<file path="config.mk">
export PLATFORM = sky130hd
export DESIGN_NAME = sorted_priority_queue
export DESIGN_NICKNAME = d
export VERILOG_FILES = /design/src/design/spq_pkg.sv /design/src/design/sorted_priority_queue.sv /design/src/design/spq_cell.sv
export SDC_FILE = /design/constraint.sdc
export NUM_CORES = 2
export LEC_CHECK = 0
export BUFFER_PORTS_ARGS = -buffer_cell sky130_fd_sc_hd__buf_2
export CORE_MARGIN = 2
export CORE_UTILIZATION = 58
export CTS_CLUSTER_DIAMETER = 30
export CTS_CLUSTER_SIZE = 10
export DETAILED_ROUTE_END_ITERATION = 8
export PLACE_DENSITY = 0.77
export SYNTH_ARGS = -nofsm -noshare
export SYNTH_HDL_FRONTEND = slang
export SYNTH_SLANG_ARGS = --single-unit
</file>
<file path="constraint.sdc">
create_clock -name clk -period 6.01 [get_ports clk]
set_input_delay 0.9015 -clock clk [delete_from_list [all_inputs] [get_ports clk]]
set_output_delay 0.9015 -clock clk [all_outputs]
set_load 0.02 [all_outputs]
</file>
<file path="src/design/spq_pkg.sv">
// shared types and constants for the sorted priority queue
// used by spq_cell and sorted_priority_queue; no dependencies
package spq_pkg;

    localparam int SPQ_CAPACITY = 16;
    localparam int DATA_W       = 32;
    localparam int OCC_W        = 5;

    localparam logic signed [DATA_W-1:0] EMPTY_MARK = 32'sh7FFF_FFFF;

    typedef enum logic [0:0] {
        OP_INSERT = 1'b0,
        OP_REMOVE = 1'b1
    } opcode_t;

    typedef enum logic [1:0] {
        ST_OK    = 2'd0,
        ST_FULL  = 2'd1,
        ST_EMPTY = 2'd2
    } status_t;

    typedef struct packed {
        logic signed [DATA_W-1:0] prio;
        logic signed [DATA_W-1:0] value;
    } entry_t;

    typedef struct packed {
        opcode_t                  opcode;
        logic signed [DATA_W-1:0] priority_req;
        logic signed [DATA_W-1:0] value;
    } in_item_t;

    typedef struct packed {
        logic signed [DATA_W-1:0] head_value;
        logic signed [DATA_W-1:0] head_priority;
        logic                     is_empty;
        logic [OCC_W-1:0]         occupancy;
        status_t                  status;
    } out_item_t;

    // broadcast to every cell of the chain
    typedef struct packed {
        logic load;
        logic insert;
    } cell_ctrl_t;

endpackage

</file>
<file path="src/design/sorted_priority_queue.sv">
// Bounded priority queue built as a chain of CAPACITY cells kept in ascending
// order of priority, equal priorities in arrival order. Every cell compares its
// key with the broadcast key of an insert in the same cycle; higher keys shift
// one place to the tail; a removal shifts the whole chain one place to the head.
// One item is taken per clock cycle and its result appears in the output
// register on the next cycle; a new item is accepted in the cycle in which the
// pending result is taken, so the sustained rate is one item per cycle. An
// insert into a full queue and a removal from an empty queue leave the entries
// unchanged and are reported in the status field. No clearing pass after reset.
module sorted_priority_queue #(
    parameter int CAPACITY = spq_pkg::SPQ_CAPACITY
) (
    input  logic                clk,
    input  logic                rst_n,
    input  logic                in_valid,
    output logic                in_ready,
    input  spq_pkg::in_item_t   in_data,
    output logic                out_valid,
    input  logic                out_ready,
    output spq_pkg::out_item_t  out_data
);
    import spq_pkg::*;

    localparam int CNT_W = $clog2(CAPACITY + 1);

    logic [CNT_W-1:0] count_reg, count_next;
    logic             out_valid_reg, out_valid_next;
    out_item_t        out_data_reg, out_data_next;

    logic             accept;
    logic             full, empty;
    status_t          status;
    cell_ctrl_t       ctrl;
    entry_t           new_entry;
    entry_t           cell_entry [CAPACITY];
    entry_t           cell_next  [CAPACITY];
    logic             cell_after [CAPACITY];
    logic [CNT_W+OCC_W-1:0] count_ext;

    assign in_ready  = !out_valid_reg || out_ready;
    assign accept    = in_valid && in_ready;
    assign full      = (count_reg == CNT_W'(CAPACITY));
    assign empty     = (count_reg == '0);
    assign new_entry = '{prio: in_data.priority_req, value: in_data.value};

    always_comb
    begin
        status      = ST_OK;
        ctrl.insert = (in_data.opcode == OP_INSERT);
        ctrl.load   = 1'b0;
        count_next  = count_reg;
        case (in_data.opcode)
            OP_INSERT:
            begin
                if (full)
                    status = ST_FULL;
                else
                begin
                    ctrl.load  = accept;
                    count_next = accept ? count_reg + 1'b1 : count_reg;
                end
            end
            OP_REMOVE:
            begin
                if (empty)
                    status = ST_EMPTY;
                else
                begin
                    ctrl.load  = accept;
                    count_next = accept ? count_reg - 1'b1 : count_reg;
                end
            end
            default:
            begin
                status = ST_OK;
            end
        endcase
    end

    genvar g;
    generate
        for (g = 0; g < CAPACITY; g++)
        begin : g_cell
            entry_t prev_e;
            entry_t next_e;
            logic   prev_a;

            if (g == 0)
            begin : g_first
                assign prev_e = new_entry;
                assign prev_a = 1'b1;
            end
            else
            begin : g_mid
                assign prev_e = cell_entry[g-1];
                assign prev_a = cell_after[g-1];
            end

            if (g == CAPACITY - 1)
            begin : g_last
                assign next_e = cell_entry[g];
            end
            else
            begin : g_body
                assign next_e = cell_entry[g+1];
            end

            spq_cell u_cell (
                .clk        (clk),
                .ctrl       (ctrl),
                .occupied   (CNT_W'(g) < count_reg),
                .new_entry  (new_entry),
                .prev_entry (prev_e),
                .prev_after (prev_a),
                .next_entry (next_e),
                .entry      (cell_entry[g]),
                .entry_next (cell_next[g]),
                .after      (cell_after[g])
            );
        end
    endgenerate

    assign count_ext = {{OCC_W{1'b0}}, count_next};

    always_comb
    begin
        out_valid_next = out_valid_reg;
        out_data_next  = out_data_reg;
        if (accept)
        begin
            out_valid_next          = 1'b1;
            out_data_next.is_empty  = (count_next == '0);
            out_data_next.occupancy = count_ext[OCC_W-1:0];
            out_data_next.status    = status;
            if (count_next == '0)
            begin
                out_data_next.head_value    = EMPTY_MARK;
                out_data_next.head_priority = EMPTY_MARK;
            end
            else
            begin
                out_data_next.head_value    = cell_next[0].value;
                out_data_next.head_priority = cell_next[0].prio;
            end
        end
        else if (out_ready)
        begin
            out_valid_next = 1'b0;
        end
    end

    always_ff @(posedge clk or negedge rst_n)
    begin
        if (!rst_n)
        begin
            count_reg     <= '0;
            out_valid_reg <= 1'b0;
        end
        else
        begin
            count_reg     <= count_next;
            out_valid_reg <= out_valid_next;
        end
    end

    always_ff @(posedge clk)
    begin
        out_data_reg <= out_data_next;
    end

    assign out_valid = out_valid_reg;
    assign out_data  = out_data_reg;

    a_count_bound: assert property (@(posedge clk) disable iff (!rst_n)
        count_reg <= CNT_W'(CAPACITY))
        else $error("entry count above capacity");

    a_stall_blocks: assert property (@(posedge clk) disable iff (!rst_n)
        (out_valid && !out_ready) |-> !in_ready)
        else $error("item accepted while result stalled");

    a_empty_flag: assert property (@(posedge clk) disable iff (!rst_n)
        out_valid |-> (out_data.is_empty == (count_reg == '0)))
        else $error("empty flag disagrees with entry count");

    a_full_status: assert property (@(posedge clk) disable iff (!rst_n)
        (out_valid && out_data.status == ST_FULL) |-> full)
        else $error("full status reported on a queue with room");

    a_remove_count: assert property (@(posedge clk) disable iff (!rst_n)
        (accept && in_data.opcode == OP_REMOVE && !empty)
            |=> count_reg == $past(count_reg) - 1'b1)
        else $error("removal did not drop the entry count");

endmodule

</file>
<file path="src/design/spq_cell.sv">
// one slot of the sorted chain: holds an entry, compares it with the new key
// and takes its own, the new or a neighbour's entry; depends on spq_pkg
module spq_cell (
    input  logic                clk,
    input  spq_pkg::cell_ctrl_t ctrl,
    input  logic                occupied,
    input  spq_pkg::entry_t     new_entry,
    input  spq_pkg::entry_t     prev_entry,
    input  logic                prev_after,
    input  spq_pkg::entry_t     next_entry,
    output spq_pkg::entry_t     entry,
    output spq_pkg::entry_t     entry_next,
    output logic                after
);
    import spq_pkg::*;

    entry_t entry_reg;

    // new key goes behind this slot when the slot is occupied and holds an equal or lower key
    assign after = occupied && (entry_reg.prio <= new_entry.prio);

    always_comb
    begin
        entry_next = entry_reg;
        if (ctrl.load)
        begin
            if (ctrl.insert)
            begin
                if (after)
                    entry_next = entry_reg;
                else if (prev_after)
                    entry_next = new_entry;
                else
                    entry_next = prev_entry;
            end
            else
            begin
                entry_next = next_entry;
            end
        end
    end

    always_ff @(posedge clk)
    begin
        entry_reg <= entry_next;
    end

    assign entry = entry_reg;

endmodule

</file>
==> flow_metrics.env <==
export IMPL_worst_ep_required_time_ns=6.61
export IMPL_synthTopCellsByArea="edfxtp_1 (43%), ha_1 (8.9%), mux2i_1 (6.2%)"
export IMPL_timing_final_max_slew_violations=0
export IMPL_power_density_nw_per_um2=476
export IMPL_avgSynthCellArea_sq_um=9.88
export IMPL_ys_ff_latch=1102
export IMPL_overflow=0
export IMPL_slew_limit_headroom_pct=8.48
export IMPL_crit_path_frequent_cell="buf_4"
export IMPL_initial_core_util_pct=58.6
export IMPL_ant_nets=0
export IMPL_worstSetupStartpointType="primary input"
export IMPL_rsz0062_at_grt="false"
export IMPL_cts_sinks=1102
export IMPL_synth_edf_count=1032
export IMPL_place_hpwl_um=174000
export IMPL_min_from="in_valid"
export IMPL_core_sq_um=124000
export IMPL_path_depth=13
export IMPL_tightest_slew_ns=1.37
export IMPL_post_cts_setup_buffers=0
export IMPL_whs_ns=0.209
export IMPL_setup_tns_final_ns=0
export IMPL_fin_cells=9065
export IMPL_dp_cells=8573
export IMPL_clk_pin_slew_worst_paths_ns=0.05
export IMPL_path_class="primary input to flop"
export IMPL_portBuffers=142
export IMPL_gp_congestion=1.06
export IMPL_grt_use_total_pct=43.8
export IMPL_final_nets=7806
export IMPL_clkPwrFrac_pct=37.3
export IMPL_timing_rr_start="count_reg[1]"
export IMPL_hold_end="out_valid"
export IMPL_power_frac_seq_pct=30.8
export IMPL_finalPower_mw=40.1
export IMPL_timing_critical_path_buf_inv=4
export IMPL_rr_worst_depth=10
export IMPL_area_growth_pct=15.9
export IMPL_pwr_share_comb_pct=31.9
export IMPL_layout_min_cycle_time_ns=4.91
export IMPL_crit_path_end_kind="flop"
export IMPL_yosysSeqAreaShare_pct=44.6
export IMPL_clockBufferDepth=4
export IMPL_crit_chain="buf_2, inv_1, buf_4, ha_1, nand4_1, nor4_2, nand3_1, nand2_1, o21ba_2, nor3_2, buf_4, mux2i_1, a21oi_1"
export IMPL_drc=1
export IMPL_post_route_period_util_pct=81.7
export IMPL_num_rows=129
export IMPL_cp_top_family="simple AND/OR/NAND/NOR gates"
export IMPL_setup_viol=0
export IMPL_path_max_fanout=28
export IMPL_die_y_um=358
export IMPL_cts_root_buf="clkbuf_16"
export IMPL_synth_area_leader_cell="edfxtp_1"
export IMPL_cpPeakStageDelay_ns=0.83
export IMPL_outcome="finished, violations left"
export IMPL_reg2reg_slack_ns=1.11
export IMPL_largest_register_ffs=1024
export IMPL_netlist_area_leader_share_pct=42.6
export IMPL_wirelength_um=286000
export IMPL_ys_types=77
export IMPL_io_pin_count=143
export IMPL_grt_max_degree=270
export IMPL_p_sw_mw=14.7
export IMPL_async_reset_ff_share_pct=0.544
export IMPL_fin_skew_ns=0.0805
export IMPL_hold_violations=0
export IMPL_ctsHtreeMaxLevel=5
export IMPL_holdBufCountCts=1
export IMPL_initialDrtViolationCount=12500
export IMPL_antenna_found_initial=11
export IMPL_grt_pass1_wl_um=418000
export IMPL_cts_resized=0
export IMPL_wl_per_cell_um=31.6
export IMPL_synth_most_common_cell="edfxtp_1"
export IMPL_fp_dieW_um=358
export IMPL_drv_cap=0
export IMPL_drive_above_1_share_pct=12.3
export IMPL_vias=67500
export IMPL_clock_latency_ns=0.93
export IMPL_pre_cts_slack_ns=0.0680
export IMPL_die_area_sq_um=128000
export IMPL_violations="DRC"
export IMPL_synthesis_area_sq_um=72700
export IMPL_avgViaCountPerCell=7.44
export IMPL_leakage_nw=33.4
export IMPL_ir_drop_mv=0.468
export IMPL_synth_common_cells="edfxtp_1 (1032), nand2_1 (715), clkbuf_1 (604), nor3_1 (602), a21oi_1 (547)"
export IMPL_timing_final_ws_setup_ns=1.10
export IMPL_syn_inst=7359
export IMPL_cts_buffers=283
export IMPL_slowest_stage="nor4_2"
export IMPL_crit_arrival_ns=5.51
export IMPL_grt_pass1_vias=64300
export IMPL_p_sw_share_pct=36.7
export IMPL_syn_nets=7943
export IMPL_yosys_warnings=0
export IMPL_r2r_end="out_data[45]"
export IMPL_max_freq_mhz=204
export IMPL_cts_tree="done"
export IMPL_power_internal_mw=25.4
export IMPL_whs_path_depth=2
export IMPL_first_pass_iters=9
export IMPL_synth_ff_type="edfxtp_1"
export IMPL_min_path_type="primary input to flop"
[power by group through the flow]
stage               registers [mW]  logic (mW)  clock network (mW)
floorplan                     11.9        7.83                   0
global placement              12.3        11.8                   0
detailed placement            12.3        12.1                   0
CTS                           12.3        12.3                14.9
global route                  12.5        13.3                15.3
finish                        12.4        12.8                15.0
[cell usage in the layout (no fill, tap or decap), types with 15 or more instances in the layout]
cell | Yosys | routed
a2111oi_0 | 70 | 67
a21o_1 | 117 | 115
a21oi_1 | 547 | 537
a221o_1 | 189 | 189
a311oi_1 | 159 | 159
a41o_1 | 129 | 129
and3_1 | 71 | 71
buf_12 | 0 | 57
buf_2 | 101 | 141
buf_4 | 11 | 141
bufinv_16 | 0 | 30
clkbuf_1 | 604 | 49
clkbuf_16 | 0 | 292
clkinv_1 | 1 | 20
clkinv_2 | 0 | 42
clkinvlp_4 | 0 | 20
dfxtp_1 | 64 | 64
edfxtp_1 | 1032 | 1032
ha_1 | 515 | 515
inv_1 | 79 | 79
inv_6 | 0 | 15
mux2_1 | 49 | 49
mux2_2 | 16 | 16
mux2i_1 | 450 | 449
nand2_1 | 715 | 713
nand2b_1 | 70 | 70
nand3_1 | 167 | 165
nand4_1 | 102 | 102
nor2_1 | 392 | 385
nor2b_1 | 94 | 92
nor3_1 | 602 | 600
nor4_1 | 72 | 70
o211ai_1 | 144 | 144
o21a_1 | 23 | 21
o21ai_0 | 211 | 211
o21ai_1 | 247 | 242
o221a_2 | 64 | 64
o31ai_1 | 69 | 68
[worst max-delay path by stage]
stage            startpoint                          to  slack [ns]
2_1_floorplan     out_ready  g_cell[10].u_cell.entry[0]       -0.73
5_1_grt        count_reg[1]                out_data[45]        1.02
4_1_cts         in_data[55]  g_cell[5].u_cell.entry[26]        0.92
3_3_place_gp    in_data[55]  g_cell[5].u_cell.entry[26]        0.11
6_report        in_data[55]  g_cell[5].u_cell.entry[26]        1.10
3_5_place_dp    in_data[55]  g_cell[5].u_cell.entry[24]        0.07
[through the flow]
| step | instance area [sq um] | util (%) |
|---|---|---|
| after floorplan | 72700 | - |
| after global placement | 75100 | 60.5 |
| after detailed placement | 75100 | 60.5 |
| after CTS | 84300 | 67.9 |
| after global routing | 84300 | 67.9 |
| final | 84300 | 67.9 |
[cell families after synthesis]
family,synth area share [%]
adders and majority gates,8.86
AOI/OAI and AO/OA,19.7
DFF,44.6
muxes,7.20
and+or+nand+nor,14.9
buffers and inverters,4.71
xor gates and xnor gates,0.0241
[per-layer routing]
layer	global-route usage (%)	vias to the layer above	part of all wire [%]
li1	-	28300	-
met1	56.4	31900	35
met2	63.0	5940	42
met3	13.8	1309	15
met4	29.6	12	7.5
met5	0	-	0.023
[final cells by class]
type	count	area (sq um)
clock inverters	135	1550
clock buffers	353	7660
inverters	82	318
well taps	1637	2050
flip-flops and latches	1102	32400
repair buffers	340	2920
fillers	9123	39800
diodes	3	7.51
multi-input cells	5413	37400
No activity file was read; power rests on OpenSTA's default activity.
